### src/rtl/core_slot_task_scheduler_defines.svh
// ----------------------------------------------------------------------------
// Core slot task scheduler assertion macros
// Shorthand for the concurrent checks at the end of the top level.
// ----------------------------------------------------------------------------
`ifndef CORE_SLOT_TASK_SCHEDULER_DEFINES_SVH
`define CORE_SLOT_TASK_SCHEDULER_DEFINES_SVH

// The consequent must hold in the same cycle as the antecedent.
`define CSTS_ASSERT_IMPL(label, clk, rst, ante, cons, msg) \
   label: assert property (@(posedge clk) disable iff (rst) (ante) |-> (cons)) \
      else $error(msg);

// The consequent must hold in the cycle after the antecedent.
`define CSTS_ASSERT_NEXT(label, clk, rst, ante, cons, msg) \
   label: assert property (@(posedge clk) disable iff (rst) (ante) |=> (cons)) \
      else $error(msg);

`endif

### src/rtl/csts_pkg.sv
// ----------------------------------------------------------------------------
// Core slot task scheduler package
// Field widths, command and result codes, and controller/datapath structs.
// ----------------------------------------------------------------------------
package csts_pkg;

   localparam int ACTION_W = 2;
   localparam int TIME_W   = 16;
   localparam int SIDX_W   = 3;
   localparam int KIND_W   = 3;
   localparam int TASK_W   = 16;
   localparam int OCC_W    = 4;
   localparam int WAITC_W  = 5;
   localparam int CORES_W  = 4;

   localparam logic [CORES_W-1:0] CORES_RESET = 4'd8;

   localparam logic [ACTION_W-1:0] ACT_SUBMIT  = 2'd0;
   localparam logic [ACTION_W-1:0] ACT_ADVANCE = 2'd1;
   localparam logic [ACTION_W-1:0] ACT_MOVE    = 2'd2;
   localparam logic [ACTION_W-1:0] ACT_REMOVE  = 2'd3;

   localparam logic [KIND_W-1:0] KIND_QUEUED     = 3'd0;
   localparam logic [KIND_W-1:0] KIND_QUEUE_FULL = 3'd1;
   localparam logic [KIND_W-1:0] KIND_FINISHED   = 3'd2;
   localparam logic [KIND_W-1:0] KIND_NONE_FIN   = 3'd3;
   localparam logic [KIND_W-1:0] KIND_MOVED      = 3'd4;
   localparam logic [KIND_W-1:0] KIND_NONE_MOVED = 3'd5;
   localparam logic [KIND_W-1:0] KIND_REMOVED    = 3'd6;
   localparam logic [KIND_W-1:0] KIND_REFUSED    = 3'd7;

   typedef struct packed {
      logic accept;
      logic count;
      logic snap;
      logic read;
      logic exec;
      logic emit_none;
      logic submit;
      logic rread;
      logic remove;
   } cmd_type;

   typedef struct packed {
      logic idx_end;
      logic all_done;
      logic total_zero;
      logic need_out;
      logic out_free;
   } status_type;

endpackage

### src/rtl/csts_ifaces.sv
// ----------------------------------------------------------------------------
// Core slot task scheduler channels
// Request and response valid/ready channels with their payloads.
// ----------------------------------------------------------------------------
interface csts_req_if import csts_pkg::*; ();
   logic                valid;
   logic                ready;
   logic [ACTION_W-1:0] action;
   logic [TIME_W-1:0]   exec_time;
   logic [SIDX_W-1:0]   slot_index;

   modport source (output valid, output action, output exec_time, output slot_index,
                   input ready);
   modport sink   (input valid, input action, input exec_time, input slot_index,
                   output ready);
endinterface

interface csts_rsp_if import csts_pkg::*; ();
   logic               valid;
   logic               ready;
   logic [KIND_W-1:0]  kind;
   logic [TASK_W-1:0]  task_id;
   logic [SIDX_W-1:0]  slot;
   logic [OCC_W-1:0]   occupied_count;
   logic [WAITC_W-1:0] waiting_count;
   logic               last;

   modport source (output valid, output kind, output task_id, output slot,
                   output occupied_count, output waiting_count, output last,
                   input ready);
   modport sink   (input valid, input kind, input task_id, input slot,
                   input occupied_count, input waiting_count, input last,
                   output ready);
endinterface

### src/rtl/csts_controller.sv
// ----------------------------------------------------------------------------
// Core slot task scheduler controller
// Sequences one request: a counting pass and an update pass over the slots
// for advance and move, or a short fixed sequence for submit and remove.
// ----------------------------------------------------------------------------
module csts_controller import csts_pkg::*; (
   input  logic                clock,
   input  logic                reset,
   input  logic                req_valid,
   input  logic [ACTION_W-1:0] req_action,
   output logic                req_ready,
   input  status_type          status,
   output cmd_type             cmd
);

   localparam logic [2:0] ST_IDLE = 3'd0;
   localparam logic [2:0] ST_SUB  = 3'd1;
   localparam logic [2:0] ST_RRD  = 3'd2;
   localparam logic [2:0] ST_REX  = 3'd3;
   localparam logic [2:0] ST_CNT  = 3'd4;
   localparam logic [2:0] ST_NONE = 3'd5;
   localparam logic [2:0] ST_RD   = 3'd6;
   localparam logic [2:0] ST_EX   = 3'd7;

   logic [2:0] state_ff;
   logic [2:0] state_in;

   assign req_ready = (state_ff == ST_IDLE);

   always_comb begin
      state_in = state_ff;
      cmd      = '0;
      case (state_ff)
         ST_IDLE: begin
            if (req_valid) begin
               cmd.accept = 1'b1;
               case (req_action)
                  ACT_SUBMIT: state_in = ST_SUB;
                  ACT_REMOVE: state_in = ST_RRD;
                  default:    state_in = ST_CNT;
               endcase
            end
         end
         ST_SUB: begin
            if (status.out_free) begin
               cmd.submit = 1'b1;
               state_in   = ST_IDLE;
            end
         end
         ST_RRD: begin
            cmd.rread = 1'b1;
            state_in  = ST_REX;
         end
         ST_REX: begin
            if (status.out_free) begin
               cmd.remove = 1'b1;
               state_in   = ST_IDLE;
            end
         end
         ST_CNT: begin
            if (status.idx_end) begin
               cmd.snap = 1'b1;
               state_in = ST_RD;
            end else begin
               cmd.count = 1'b1;
            end
         end
         ST_NONE: begin
            if (status.out_free) begin
               cmd.emit_none = 1'b1;
               state_in      = ST_IDLE;
            end
         end
         ST_RD: begin
            // Advance's empty result waits for the full walk; move's goes at once.
            if (status.idx_end || status.all_done) begin
               state_in = status.total_zero ? ST_NONE : ST_IDLE;
            end else begin
               cmd.read = 1'b1;
               state_in = ST_EX;
            end
         end
         ST_EX: begin
            // A slot that produces a result waits for room in the output register.
            if (!status.need_out || status.out_free) begin
               cmd.exec = 1'b1;
               state_in = ST_RD;
            end
         end
         default: state_in = ST_IDLE;
      endcase
   end

   always_ff @(posedge clock) begin
      if (reset) begin
         state_ff <= ST_IDLE;
      end else begin
         state_ff <= state_in;
      end
   end

endmodule

### src/rtl/csts_datapath.sv
// ----------------------------------------------------------------------------
// Core slot task scheduler datapath
// Slot table, wait FIFO, id counter, core count register and result register.
// ----------------------------------------------------------------------------
module csts_datapath import csts_pkg::*; #(
   parameter int SLOTS      = 8,
   parameter int WAIT_DEPTH = 16,
   parameter int ID_BITS    = 16
) (
   input  logic                clock,
   input  logic                reset,
   input  logic                csr_wr_en,
   input  logic [CORES_W-1:0]  csr_wr_data,
   input  logic [ACTION_W-1:0] req_action,
   input  logic [TIME_W-1:0]   req_exec_time,
   input  logic [SIDX_W-1:0]   req_slot_index,
   input  cmd_type             cmd,
   output status_type          status,
   csts_rsp_if.source          rsp
);

   localparam int SI_W  = (SLOTS > 1) ? $clog2(SLOTS) : 1;
   localparam int CNT_W = $clog2(SLOTS + 1);
   localparam int WP_W  = $clog2(WAIT_DEPTH);
   localparam int WF_W  = $clog2(WAIT_DEPTH + 1);
   localparam int WE_W  = ID_BITS + TIME_W;

   // Request fields held for the duration of the transaction.
   logic [ACTION_W-1:0] act_ff;
   logic [TIME_W-1:0]   etime_ff;
   logic [SIDX_W-1:0]   sidx_ff;

   logic [CORES_W-1:0]  active_ff;

   // Occupancy and "expires on next advance" flags per slot.
   logic [SLOTS-1:0]    occ_bits_ff;
   logic [SLOTS-1:0]    exp_bits_ff;
   logic [CNT_W-1:0]    occ_cnt_ff;

   logic [ID_BITS-1:0]  slot_id_mem  [SLOTS];
   logic [TIME_W-1:0]   slot_rem_mem [SLOTS];
   logic [ID_BITS-1:0]  rd_id_ff;
   logic [TIME_W-1:0]   rd_rem_ff;

   logic [WE_W-1:0]     wait_mem [WAIT_DEPTH];
   logic [WE_W-1:0]     wq_ff;
   logic [WP_W-1:0]     head_ff;
   logic [WP_W-1:0]     tail_ff;
   logic [WF_W-1:0]     fill_ff;

   logic [ID_BITS-1:0]  next_id_ff;

   logic [CNT_W-1:0]    idx_ff;
   logic [CNT_W-1:0]    total_ff;
   logic [CNT_W-1:0]    emit_cnt_ff;
   logic [CNT_W-1:0]    fin_occ_ff;
   logic [WF_W-1:0]     fin_fill_ff;

   logic                valid_ff;
   logic [KIND_W-1:0]   kind_ff;
   logic [TASK_W-1:0]   task_ff;
   logic [SIDX_W-1:0]   slot_ff;
   logic [OCC_W-1:0]    occ_out_ff;
   logic [WAITC_W-1:0]  wait_out_ff;
   logic                last_ff;

   logic [CNT_W-1:0]    used;
   logic [SI_W-1:0]     si;
   logic [SI_W-1:0]     rs;
   logic                idx_end;
   logic                cur_occ;
   logic                cur_exp;
   logic                is_adv;
   logic                fill_nz;
   logic                cnt_inc;
   logic                hit_emit;
   logic                slot_wr;
   logic                id_wr;
   logic [TIME_W-1:0]   rem_wr_data;
   logic [ID_BITS-1:0]  wq_id;
   logic [TIME_W-1:0]   wq_time;
   logic                rem_occ;
   logic                rem_ok;
   logic                full;
   logic [ID_BITS-1:0]  id_inc;
   logic [ID_BITS-1:0]  nid;
   logic                out_free;
   logic                emit;
   logic [SI_W-1:0]     rd_addr;

   assign used = (32'(active_ff) > SLOTS) ? CNT_W'(SLOTS) : CNT_W'(active_ff);

   assign si      = idx_ff[SI_W-1:0];
   assign rs      = SI_W'(sidx_ff);
   assign idx_end = (idx_ff == used);
   assign cur_occ = occ_bits_ff[si];
   assign cur_exp = exp_bits_ff[si];
   assign is_adv  = (act_ff == ACT_ADVANCE);
   assign fill_nz = (fill_ff != '0);
   assign wq_id   = wq_ff[WE_W-1:TIME_W];
   assign wq_time = wq_ff[TIME_W-1:0];

   // Move counts free slots only until the queued tasks run out.
   assign cnt_inc  = is_adv ? (cur_occ && cur_exp)
                            : (!cur_occ && (32'(total_ff) < 32'(fill_ff)));
   assign hit_emit = is_adv ? (cur_occ && cur_exp) : (!cur_occ && fill_nz);

   assign id_wr       = cmd.exec && !is_adv && !cur_occ && fill_nz;
   assign slot_wr     = id_wr || (cmd.exec && is_adv && cur_occ && !cur_exp);
   assign rem_wr_data = is_adv ? (rd_rem_ff - TIME_W'(1)) : wq_time;

   assign rem_occ = occ_bits_ff[rs];
   assign rem_ok  = (occ_cnt_ff != '0) && (32'(sidx_ff) < 32'(used));

   assign full   = (32'(fill_ff) >= WAIT_DEPTH);
   assign id_inc = next_id_ff + ID_BITS'(1);
   assign nid    = (id_inc == '0) ? ID_BITS'(1) : id_inc;

   assign out_free = !valid_ff || rsp.ready;
   assign emit     = cmd.emit_none || cmd.submit || cmd.remove || (cmd.exec && hit_emit);
   assign rd_addr  = cmd.rread ? rs : si;

   // Advance walks every slot in use, since slots that do not finish still count down.
   assign status.idx_end    = idx_end;
   assign status.all_done   = !is_adv && (emit_cnt_ff == total_ff);
   assign status.total_zero = (total_ff == '0);
   assign status.need_out   = hit_emit;
   assign status.out_free   = out_free;

   // Control state.
   always_ff @(posedge clock) begin
      if (reset) begin
         active_ff   <= CORES_RESET;
         occ_bits_ff <= '0;
         exp_bits_ff <= '0;
         occ_cnt_ff  <= '0;
         head_ff     <= '0;
         tail_ff     <= '0;
         fill_ff     <= '0;
         next_id_ff  <= '0;
         idx_ff      <= '0;
         total_ff    <= '0;
         emit_cnt_ff <= '0;
         valid_ff    <= 1'b0;
      end else begin
         if (csr_wr_en && (csr_wr_data != '0)) begin
            active_ff <= csr_wr_data;
         end
         if (cmd.accept) begin
            idx_ff   <= '0;
            total_ff <= '0;
         end
         if (cmd.count && !idx_end) begin
            total_ff <= total_ff + CNT_W'(cnt_inc);
            idx_ff   <= idx_ff + CNT_W'(1);
         end
         if (cmd.snap) begin
            idx_ff      <= '0;
            emit_cnt_ff <= '0;
         end
         if (cmd.exec) begin
            idx_ff <= idx_ff + CNT_W'(1);
            if (hit_emit) begin
               emit_cnt_ff <= emit_cnt_ff + CNT_W'(1);
            end
            if (is_adv) begin
               if (cur_occ && cur_exp) begin
                  occ_bits_ff[si] <= 1'b0;
                  exp_bits_ff[si] <= 1'b0;
                  occ_cnt_ff      <= occ_cnt_ff - CNT_W'(1);
               end else if (cur_occ) begin
                  exp_bits_ff[si] <= (rd_rem_ff <= TIME_W'(2));
               end
            end else if (!cur_occ && fill_nz) begin
               occ_bits_ff[si] <= 1'b1;
               exp_bits_ff[si] <= (wq_time <= TIME_W'(1));
               occ_cnt_ff      <= occ_cnt_ff + CNT_W'(1);
               head_ff         <= (head_ff == WP_W'(WAIT_DEPTH - 1)) ? '0
                                                                     : head_ff + WP_W'(1);
               fill_ff         <= fill_ff - WF_W'(1);
            end
         end
         if (cmd.submit && !full) begin
            tail_ff    <= (tail_ff == WP_W'(WAIT_DEPTH - 1)) ? '0 : tail_ff + WP_W'(1);
            fill_ff    <= fill_ff + WF_W'(1);
            next_id_ff <= nid;
         end
         if (cmd.remove && rem_ok) begin
            occ_bits_ff[rs] <= 1'b0;
            exp_bits_ff[rs] <= 1'b0;
            occ_cnt_ff      <= occ_cnt_ff - CNT_W'(rem_occ);
         end
         if (emit) begin
            valid_ff <= 1'b1;
         end else if (rsp.ready) begin
            valid_ff <= 1'b0;
         end
      end
   end

   // Slot table and wait FIFO storage.
   always_ff @(posedge clock) begin
      if (slot_wr) begin
         slot_rem_mem[si] <= rem_wr_data;
      end
      if (id_wr) begin
         slot_id_mem[si] <= wq_id;
      end
      if (cmd.read || cmd.rread) begin
         rd_id_ff  <= slot_id_mem[rd_addr];
         rd_rem_ff <= slot_rem_mem[rd_addr];
      end
      if (cmd.submit && !full) begin
         wait_mem[tail_ff] <= {nid, etime_ff};
      end
      if (cmd.read) begin
         wq_ff <= wait_mem[head_ff];
      end
   end

   // Held request fields, final counts and the result register.
   always_ff @(posedge clock) begin
      if (cmd.accept) begin
         act_ff   <= req_action;
         etime_ff <= req_exec_time;
         sidx_ff  <= req_slot_index;
      end
      // Every result of a step reports the counts left after the whole step.
      if (cmd.snap) begin
         fin_occ_ff  <= is_adv ? (occ_cnt_ff - total_ff) : (occ_cnt_ff + total_ff);
         fin_fill_ff <= is_adv ? fill_ff : (fill_ff - WF_W'(total_ff));
      end
      if (cmd.exec && hit_emit) begin
         kind_ff     <= is_adv ? KIND_FINISHED : KIND_MOVED;
         task_ff     <= is_adv ? TASK_W'(rd_id_ff) : TASK_W'(wq_id);
         slot_ff     <= SIDX_W'(idx_ff);
         occ_out_ff  <= OCC_W'(fin_occ_ff);
         wait_out_ff <= WAITC_W'(fin_fill_ff);
         last_ff     <= ((emit_cnt_ff + CNT_W'(1)) == total_ff);
      end
      if (cmd.emit_none) begin
         kind_ff     <= is_adv ? KIND_NONE_FIN : KIND_NONE_MOVED;
         task_ff     <= '0;
         slot_ff     <= '0;
         occ_out_ff  <= OCC_W'(occ_cnt_ff);
         wait_out_ff <= WAITC_W'(fill_ff);
         last_ff     <= 1'b1;
      end
      if (cmd.submit) begin
         kind_ff     <= full ? KIND_QUEUE_FULL : KIND_QUEUED;
         task_ff     <= full ? '0 : TASK_W'(nid);
         slot_ff     <= '0;
         occ_out_ff  <= OCC_W'(occ_cnt_ff);
         wait_out_ff <= full ? WAITC_W'(fill_ff) : WAITC_W'(fill_ff + WF_W'(1));
         last_ff     <= 1'b1;
      end
      if (cmd.remove) begin
         kind_ff     <= rem_ok ? KIND_REMOVED : KIND_REFUSED;
         task_ff     <= (rem_ok && rem_occ) ? TASK_W'(rd_id_ff) : '0;
         slot_ff     <= sidx_ff;
         occ_out_ff  <= rem_ok ? OCC_W'(occ_cnt_ff - CNT_W'(rem_occ)) : OCC_W'(occ_cnt_ff);
         wait_out_ff <= WAITC_W'(fill_ff);
         last_ff     <= 1'b1;
      end
   end

   assign rsp.valid          = valid_ff;
   assign rsp.kind           = kind_ff;
   assign rsp.task_id        = task_ff;
   assign rsp.slot           = slot_ff;
   assign rsp.occupied_count = occ_out_ff;
   assign rsp.waiting_count  = wait_out_ff;
   assign rsp.last           = last_ff;

endmodule

### src/rtl/core_slot_task_scheduler.sv
// ----------------------------------------------------------------------------
// Core slot task scheduler
// Dispatches queued tasks into core slots and retires them as time advances.
// ----------------------------------------------------------------------------
//  Channel   Direction  Transfer
//  req_bus   in         valid/ready, one request per transaction
//  rsp_bus   out        valid/ready, one to SLOTS results per request
//  csr_*     in         write enable and 4-bit core count, no handshake
//
//  Submit accepts and then queues the task; remove reads the slot and then frees
//  it. Advance and move count over the slots in use, then visit slots (read, then
//  update); advance visits every slot in use, move stops after its last placement,
//  and an advance or move that yields no task ends with an empty result.
//  Reset clears the slot flags, counters and FIFO pointers.
//  A result that cannot leave the output register holds the slot walk.
// ----------------------------------------------------------------------------
`include "core_slot_task_scheduler_defines.svh"

module core_slot_task_scheduler import csts_pkg::*; #(
   parameter int SLOTS      = 8,
   parameter int WAIT_DEPTH = 16,
   parameter int ID_BITS    = 16
) (
   input  logic               clock,
   input  logic               reset,
   input  logic               csr_wr_en,
   input  logic [CORES_W-1:0] csr_wr_data,
   csts_req_if.sink           req_bus,
   csts_rsp_if.source         rsp_bus
);

   cmd_type    cmd;
   status_type status;

   csts_controller u_ctrl (
      .clock      (clock),
      .reset      (reset),
      .req_valid  (req_bus.valid),
      .req_action (req_bus.action),
      .req_ready  (req_bus.ready),
      .status     (status),
      .cmd        (cmd)
   );

   csts_datapath #(
      .SLOTS      (SLOTS),
      .WAIT_DEPTH (WAIT_DEPTH),
      .ID_BITS    (ID_BITS)
   ) u_dp (
      .clock          (clock),
      .reset          (reset),
      .csr_wr_en      (csr_wr_en),
      .csr_wr_data    (csr_wr_data),
      .req_action     (req_bus.action),
      .req_exec_time  (req_bus.exec_time),
      .req_slot_index (req_bus.slot_index),
      .cmd            (cmd),
      .status         (status),
      .rsp            (rsp_bus)
   );

   `CSTS_ASSERT_IMPL(a_emit_room, clock, reset, (cmd.exec && status.need_out) || cmd.submit || cmd.remove || cmd.emit_none, !rsp_bus.valid || rsp_bus.ready, "result loaded over a pending one")
   `CSTS_ASSERT_IMPL(a_one_cmd, clock, reset, 1'b1, $onehot0({cmd.accept, cmd.count, cmd.snap, cmd.read, cmd.exec, cmd.emit_none, cmd.submit, cmd.rread, cmd.remove}), "more than one command at once")
   `CSTS_ASSERT_NEXT(a_busy_after_accept, clock, reset, req_bus.valid && req_bus.ready, !req_bus.ready, "request taken while busy")
   `CSTS_ASSERT_IMPL(a_none_is_last, clock, reset, rsp_bus.valid && (rsp_bus.kind == KIND_NONE_FIN || rsp_bus.kind == KIND_NONE_MOVED), rsp_bus.last, "empty result not marked last")

endmodule
### src/flat_wrapper.sv
// flat-port wrapper written by rule: the top's interface ports become plain ports
module core_slot_task_scheduler_flat import csts_pkg::*;
#(
   parameter int SLOTS      = 8,
   parameter int WAIT_DEPTH = 16,
   parameter int ID_BITS    = 16
)
  (clock, reset, csr_wr_en, csr_wr_data, req_bus_valid, req_bus_action, req_bus_exec_time, req_bus_slot_index, req_bus_ready, rsp_bus_valid, rsp_bus_kind, rsp_bus_task_id, rsp_bus_slot, rsp_bus_occupied_count, rsp_bus_waiting_count, rsp_bus_last, rsp_bus_ready);
  csts_req_if req_bus_i ();
  csts_rsp_if rsp_bus_i ();
  input  logic clock;
  input  logic reset;
  input  logic csr_wr_en;
  input  logic [CORES_W-1:0] csr_wr_data;
  input wire logic [$bits(req_bus_i.valid)-1:0] req_bus_valid;
  input wire logic [$bits(req_bus_i.action)-1:0] req_bus_action;
  input wire logic [$bits(req_bus_i.exec_time)-1:0] req_bus_exec_time;
  input wire logic [$bits(req_bus_i.slot_index)-1:0] req_bus_slot_index;
  output wire logic [$bits(req_bus_i.ready)-1:0] req_bus_ready;
  output wire logic [$bits(rsp_bus_i.valid)-1:0] rsp_bus_valid;
  output wire logic [$bits(rsp_bus_i.kind)-1:0] rsp_bus_kind;
  output wire logic [$bits(rsp_bus_i.task_id)-1:0] rsp_bus_task_id;
  output wire logic [$bits(rsp_bus_i.slot)-1:0] rsp_bus_slot;
  output wire logic [$bits(rsp_bus_i.occupied_count)-1:0] rsp_bus_occupied_count;
  output wire logic [$bits(rsp_bus_i.waiting_count)-1:0] rsp_bus_waiting_count;
  output wire logic [$bits(rsp_bus_i.last)-1:0] rsp_bus_last;
  input wire logic [$bits(rsp_bus_i.ready)-1:0] rsp_bus_ready;
  assign req_bus_i.valid = req_bus_valid;
  assign req_bus_i.action = req_bus_action;
  assign req_bus_i.exec_time = req_bus_exec_time;
  assign req_bus_i.slot_index = req_bus_slot_index;
  assign req_bus_ready = req_bus_i.ready;
  assign rsp_bus_valid = rsp_bus_i.valid;
  assign rsp_bus_kind = rsp_bus_i.kind;
  assign rsp_bus_task_id = rsp_bus_i.task_id;
  assign rsp_bus_slot = rsp_bus_i.slot;
  assign rsp_bus_occupied_count = rsp_bus_i.occupied_count;
  assign rsp_bus_waiting_count = rsp_bus_i.waiting_count;
  assign rsp_bus_last = rsp_bus_i.last;
  assign rsp_bus_i.ready = rsp_bus_ready;
  core_slot_task_scheduler #(.SLOTS(SLOTS), .WAIT_DEPTH(WAIT_DEPTH), .ID_BITS(ID_BITS)) u_core (.clock(clock), .reset(reset), .csr_wr_en(csr_wr_en), .csr_wr_data(csr_wr_data), .req_bus(req_bus_i), .rsp_bus(rsp_bus_i));
endmodule
### config.mk
export PLATFORM = sky130hd
export DESIGN_NAME = core_slot_task_scheduler_flat
export DESIGN_NICKNAME = d
export VERILOG_FILES = /design/src/rtl/csts_pkg.sv /design/src/rtl/csts_ifaces.sv /design/src/rtl/csts_controller.sv /design/src/rtl/csts_datapath.sv /design/src/rtl/core_slot_task_scheduler.sv /design/src/flat_wrapper.sv
export VERILOG_INCLUDE_DIRS = /design/src /design/src/rtl
export SDC_FILE = /design/constraint.sdc
export NUM_CORES = 1
export LEC_CHECK = 0
export BUFFER_PORTS_ARGS = -buffer_cell sky130_fd_sc_hd__buf_2
export CAP_MARGIN = 20
export CORE_MARGIN = 2
export CORE_UTILIZATION = 44
export DETAILED_ROUTE_END_ITERATION = 8
export SKIP_LAST_GASP = 1
export SYNTH_ARGS = -nofsm -noshare
export SYNTH_HDL_FRONTEND = slang
export SYNTH_SLANG_ARGS = --single-unit
### constraint.sdc
create_clock -name clock -period 4.3 [get_ports clock]
set_input_delay 0.215 -clock clock [delete_from_list [all_inputs] [get_ports clock]]
set_output_delay 0.215 -clock clock [all_outputs]
set_load 0.005 [all_outputs]
==> results of run 1 <==
-- power by group through the flow --
stage	combinational [mW]	sequential, mW	clock, mW
final	2.70	11.3	8.07
after global routing	2.92	11.3	8.60
after CTS	2.73	11.3	8.25
after detailed placement	2.69	11.5	0
after global placement	2.65	11.5	0
after floorplan	1.80	11.3	0
-- path summary, 6_finish.rpt --
kind	slack [ns]	end
worst max register to register	1.03	u_core.u_dp.wait_mem[1][17]
worst min register to register	0.50	u_core.u_dp.exp_bits_ff[1]
worst min-delay path	0.09	u_core.u_dp.fill_ff[3]
worst max-delay path	1.03	u_core.u_dp.wait_mem[1][17]
-- logic make-up after synthesis --
family          after synthesis  share of synthesized area (%)
compound gates              252                           4.26
simple gates                402                           4.78
flops                       963                           72.4
fa+ha+maj                    34                           1.15
xor+xnor                     65                           1.46
mux                         276                           14.5
buf+inv                     149                           1.52
-- cell usage after synthesis, types with 9 or more instances --
cell type  instances
nor4_1            12
mux2_2            37
a311oi_1           9
dfxtp_1           70
clkbuf_1          79
or3_1              9
nand2_1          139
a211oi_1           9
inv_1             34
xnor2_1           42
ha_1              31
buf_2             11
xor2_1            23
edfxtp_1         893
buf_1             21
nor3_1            38
nor2_1           111
nor2b_1           12
a21boi_0           9
nand2b_1          15
nand3_1           28
mux4_2           226
mux2i_1           12
a31oi_1           17
o21ai_0           58
a21oi_1           65
-- sequential cells by signal, indices dropped and copies added, names as in the netlist, 32 cells and up --
name                      count
u_core.u_dp.slot_id_mem     128
u_core.u_dp.wait_mem        512
u_core.u_dp.slot_rem_mem    128
u_core.u_dp.wq_ff            32
-- stage by stage --
step / instances / power [mW]
3_5_place_dp: 3338 / 14.2
6_report: 3545 / 22.1
4_1_cts: 3545 / 22.3
2_1_floorplan: 2141 / 13.1
5_1_grt: 3545 / 22.8
3_3_place_gp: 3337 / 14.1
-- worst max-delay path: stages, from the launching register on --
cell      delay, ns
dfxtp_1        0.45
ha_1           0.28
nand3_1        0.30
nor4_1         0.37
nand2_1        0.12
xnor2_1        0.63
nand4b_1       0.33
and2_1         0.49
-- metal layers --
layer	vias up	share of wire [%]	global-route usage, %
li1	8955	-	-
met2	694	49	34.6
met3	156	5.4	2.82
met1	10800	43	28.8
met5	-	0	0
met4	0	2.4	6.13
-- layout make-up --
cell class	instances	area share [%]
flip-flops and latches	963	63.1
multi-input cells	1029	23.2
clock buffers	122	5.83
well taps	1165	3.26
clock inverters	52	0.949
inverters	35	0.294
repair buffers	179	3.31
-- repair_timing --
item | CTS | global route
endpoints found under the hold margin | 28 | 0
buffers inserted | 0 | 0
hold buffers | 33 | 0
resized for setup | 0 | 0
==> run metrics, run 1 <==
clk root buf=clkbuf_16; full die area=91000 µm²; Max H-tree Level=3; HPWL Detailed=57.1 mm; Post-Synthesis Cells=2141; Vias=20600; Worst R2R Start=u_core.u_dp.next_id_ff[0]; largest net degree at the start of global routing=133; WP data arrival=3.63 ns; Reg power frac=51.2%; Hold Vio Cnt, Final=0; Clock Path Buffers=3; WL per Instance=26.5 µm; status=completed; Final Util=50.7%; placed inst area=41300 µm²; crit end category=register; final instance area=44700 µm²; CTS buffer count=100; Critical Path Start=u_core.u_dp.next_id_ff[0]; startpoint types=register; setup tns final=0 ns; clock sinks=963; Hold Crit Start=reset; synthesized area per cell=18.2 µm²; synth top area cells=edfxtp_1 69%, mux4_2 13%, dfxtp_1 3.6%; fmax=0.306 GHz; min cycle time layout=3.27 ns; MaxCap Viol Count=0; I/O pins=64; Critical Path Fanout Max=16; Worst Hold Margin=0.0899 ns; switch share=25.1%; Clk Latency, worst-skew pair=0.67 ns; Register Area=28200 µm²; GRT Overall Usage=20.8%; Post-synth EDFFs=893; YS warnings=0; gpl congestion=0.921; multi-input combinational cell area=10400 µm²; Setup-failing EPs final=0; Critical Path RT=4.66 ns; CTS tree=yes; commonest non-fill, non-tap cell in the layout=edfxtp_1; Hold WC Path Type=in2reg; share of layout cells above drive strength 1=24.5%; Rows=109; Max Slew Vio Count=0; CORE AREA=88100 µm²; Clock power frac=36.6%; Worst-path clk slew=0.06 ns; # nets final=2372; Synth Flop Type=edfxtp_1; R2R depth=7; Die X=302 µm; Final Cycle Share=76.0%; most frequent cells in the layout=893 x edfxtp_1, 226 x mux4_2, 139 x nand2_1; antenna violations before repair=2; Hold Crit Depth=2; vias in the first global route=21000; Layout area overhead=14.7%; Seq/Total Area, Yosys=72.4%; WS Path Type=reg2reg; P_int=16.5 mW; Via density=5.80; sw power=5.53 mW; n_diodes=0; pre-CTS WS=1.08 ns; residual DRC count=0; Rel. slew slack=29.4%; Routed WL=94.1 mm; Pre-Repair DR Iteration Count=5; post-synthesis cell type count=77; Remaining Overflow, GRT=0; Routed Antenna Nets=0; Leak Pwr=14.0 nW; RSZ-0062 raised after global routing=no; Worst-Margin Slew=1.05 ns; FF+latch count, synth=963; logic gate share of total power=12.2%; worst setup margin=1.03 ns; initial DRC count=1792; ys async rst share=0%; starting density of the core=44.3%; die height=302 µm; Post-Syn Area=39000 µm²; global-route wire length before repair=139 mm; Pwr per Cell Area=493 nW/µm²; share of the synthesized area in the top cell type=68.8%; maximum vdd drop=0.332 mV; fillers=7181; IO buf count=63; Setup Skew=0.0480 ns; post-synth top area cell=edfxtp_1; syn nets=2205
Note: power is estimated with default switching activity, not from simulation.
==> run 2, diff against run 1 <==
==> constraint.sdc (replaced) <==
create_clock -name clock -period 2.8 [get_ports clock]
set_input_delay 0.14 -clock clock [delete_from_list [all_inputs] [get_ports clock]]
set_output_delay 0.14 -clock clock [all_outputs]
set_load 0.005 [all_outputs]
==> run 2 against run 1 <==
Net effect:
- maximum frequency up 20%
- clock power is 70% higher
- first-iteration DRC count is 17% higher
- count of clock-buffer cells in the layout increased by 4
- global-route usage rose by 0.20 points
- hold slack gained 0.097 ns
- sequential share of layout area is 2.3 points lower
- non-clock buffer count up 95
- register-to-register slack worse by 0.95 ns
- flip-flop and latch count unchanged
- largest cell class unchanged
==> run metrics, run 2 (same netlist as run 1, synthesis figures left out) <==
gpl congestion=0.957 (+3.9%); full die area=91000 µm² (unchanged); WS Path Type=reg2reg; Routed WL=94.6 mm (+0.62%); Worst-Margin Slew=1.02 ns (-0.0379 ns); maximum vdd drop=0.580 mV (+75%); # nets final=2466 (+4.0%); slowest CP cell=or4_1; Clock Path Buffers=3 (unchanged); Rows=109 (unchanged); IO buf count=63 (unchanged); Die X=302 µm (unchanged); Reg with most FFs=u_core.u_dp.wait_mem; Hold Crit Start=req_bus_exec_time[12]; Largest delay share family, worst path=simple AND/OR/NAND/NOR gates; antenna violations before repair=5 (+3); Hold Vio Cnt, Final=0 (unchanged); HPWL Detailed=59.2 mm (+3.6%); initial DRC count=2098 (+17%); min cycle time layout=2.72 ns (-0.547 ns); share of layout cells above drive strength 1=28.6% (+4.1 points); Max Slew Vio Count=0 (unchanged); Max H-tree Level=3 (unchanged); R2R depth=8 (+1); CORE AREA=88100 µm² (unchanged); Clock power frac=38.4% (+1.8 points); residual DRC count=0 (unchanged); Largest regs=u_core.u_dp.wait_mem (512), u_core.u_dp.slot_id_mem (128), u_core.u_dp.slot_rem_mem (128); Clk Latency, worst-skew pair=0.66 ns (about the same); clock sinks=963 (unchanged); GRT Overall Usage=21.0% (+0.20 points); max reg flops=512 (unchanged); Pwr per Cell Area=770 nW/µm² (+56%); logic gate share of total power=13.4% (+1.2 points); Critical Path Fanout Max=16 (unchanged); Remaining Overflow, GRT=0 (unchanged); Layout area overhead=19.0%; vias in the first global route=21200 (+0.92%); Reg power frac=48.2% (-3.0 points); Pre-Repair DR Iteration Count=5 (unchanged); starting density of the core=44.3% (unchanged); global-route wire length before repair=140 mm (+0.77%); Crit path buffers/inverters=1 (+1); Final Cycle Share=97.2% (+21 points); Via density=5.78 (-0.41%); CP peak stage delay=0.53 ns (-0.10 ns); Setup-failing EPs final=0 (unchanged); die height=302 µm (unchanged); most frequent cells in the layout=893 x edfxtp_1, 226 x mux4_2, 136 x nand2_1; I/O pins=64 (unchanged); Worst R2R End=u_core.u_dp.wait_mem[8][16]; n_diodes=0 (unchanged); Final Util=52.6% (+1.9 points); Worst path depth=8 (+1); R2R setup slack=0.08 ns (-0.95 ns); Rel. slew slack=31.6% (+2.2 points); WL per Instance=25.9 µm (-2.3%); fmax=0.367 GHz (+20%); Worst R2R Start=u_core.u_dp.next_id_ff[1]; P_int=27.1 mW (+64%); fillers=7034 (-2.0%); Critical Path RT=3.13 ns (-1.53 ns); Hold Crit Depth=2 (unchanged); Setup Skew=0.0262 ns (-0.0218 ns); Hold WC Path Type=in2reg; WP data arrival=3.05 ns (-0.58 ns); Worst-path clk slew=0.06 ns (about the same); largest net degree at the start of global routing=67 (-50%); crit end category=register; Vias=21100 (+2.5%); CTS buffer count=99 (-1.0%); Routed Antenna Nets=0 (unchanged); clk root buf=clkbuf_16; MaxCap Viol Count=0 (unchanged); CTS tree=yes; commonest non-fill, non-tap cell in the layout=edfxtp_1; hold path endpoint=u_core.u_dp.etime_ff[12]; status=completed; Leak Pwr=14.8 nW (+5.5%); startpoint types=register; sw power=8.61 mW (+56%); crit path cell chain=ha_1, nand3_1, or4_1, a2111oi_1, nor4bb_2, nand4b_1, buf_4, nand2_2; setup tns final=0 ns (unchanged); RSZ-0062 raised after global routing=yes; switch share=24.1% (-0.96 points)
## run 2: changes by cell type in the layout (fill, tap and decap cells not counted), sizes merged
cell,before,now
inv,38,35
buf,146,237
clkbuf,122,129
clkinv,41,37
bufinv,4,17
dlygate4sd3,33,34
## run 2: stage by stage
step	std cells	instance area (µm²)	total power [mW]	worst slack (ns)	hold slack, ns
after floorplan	2141	39100	20.1	-0.469	0.239
after global placement	3427	42500	22.2	-0.0138	0.318
after detailed placement	3427	42500	22.2	-0.0310	0.318
after CTS	3645	46300	36.0	0.0322	0.156
after global routing	3650	46400	37.0	-0.00193	0.182
final	3650	46400	35.7	0.0772	0.187
## run 2: worst max path at each step
| stage | from | endpoint | slack (ns) |
|---|---|---|---|
| 2_1_floorplan | u_core.u_dp.fill_ff[0] | u_core.u_dp.slot_rem_mem[2][0] | -0.47 |
| 3_3_place_gp | u_core.u_dp.idx_ff[2] | u_core.u_dp.slot_rem_mem[5][13] | -0.01 |
| 3_5_place_dp | u_core.u_dp.idx_ff[2] | u_core.u_dp.slot_rem_mem[7][13] | -0.03 |
| 4_1_cts | u_core.u_dp.idx_ff[2] | u_core.u_dp.exp_bits_ff[3] | 0.03 |
| 5_1_grt | u_core.u_dp.next_id_ff[0] | u_core.u_dp.wait_mem[5][16] | -0.002 |
| 6_report | u_core.u_dp.next_id_ff[1] | u_core.u_dp.wait_mem[8][16] | 0.08 |
## run 2: area by class of cell
| cell class | instances | area [µm²] | share of cell area, % |
|---|---|---|---|
| clock buffer | 126 | 2670 | 5.76 |
| clock inverter | 58 | 762 | 1.64 |
| multi-input combinational | 1029 | 10400 | 22.5 |
| inverter | 35 | 135 | 0.291 |
| tap | 1165 | 1460 | 3.14 |
| sequential | 963 | 28200 | 60.9 |
| timing repair buffer | 274 | 2690 | 5.79 |
## run 2: layer usage
| layer | vias up | global-route usage, % | wire, µm |
|---|---|---|---|
| li1 | 9156 | - | - |
| met1 | 11000 | 29.8 | 40200 |
| met2 | 789 | 33.9 | 45700 |
| met3 | 135 | 3.23 | 6290 |
| met4 | 2 | 6.31 | 2360 |
| met5 | - | 0 | 13 |
## run 2: worst register-to-register path: cells and delay by family (launching register included)
family                   cells  cell delay, ns
AO/OA/AOI/OAI                1            0.45
flip-flops                   1            0.38
buffers and inverters        1            0.16
AND/OR/NAND/NOR              5            1.22
adder cells (fa/ha/maj)      1            0.20
## run 2: power by group through the flow
stage | Clock (mW) | Sequential (mW) | Combinational (mW)
after floorplan | 0 | 17.3 | 2.79
after global placement | 0 | 17.5 | 4.71
after detailed placement | 0 | 17.5 | 4.74
after CTS | 14.0 | 17.2 | 4.80
after global routing | 14.6 | 17.3 | 5.15
final | 13.7 | 17.2 | 4.77
## run 2: repair_timing
action                                 in CTS  in global routing
pin swaps                                   0                  2
setup endpoints to repair                  96                114
setup buffers                               0                  2
hold buffers                               34                  0
endpoints found under the hold margin      36                  0
gates cloned                                0                  0
gates resized for setup                     1                 11
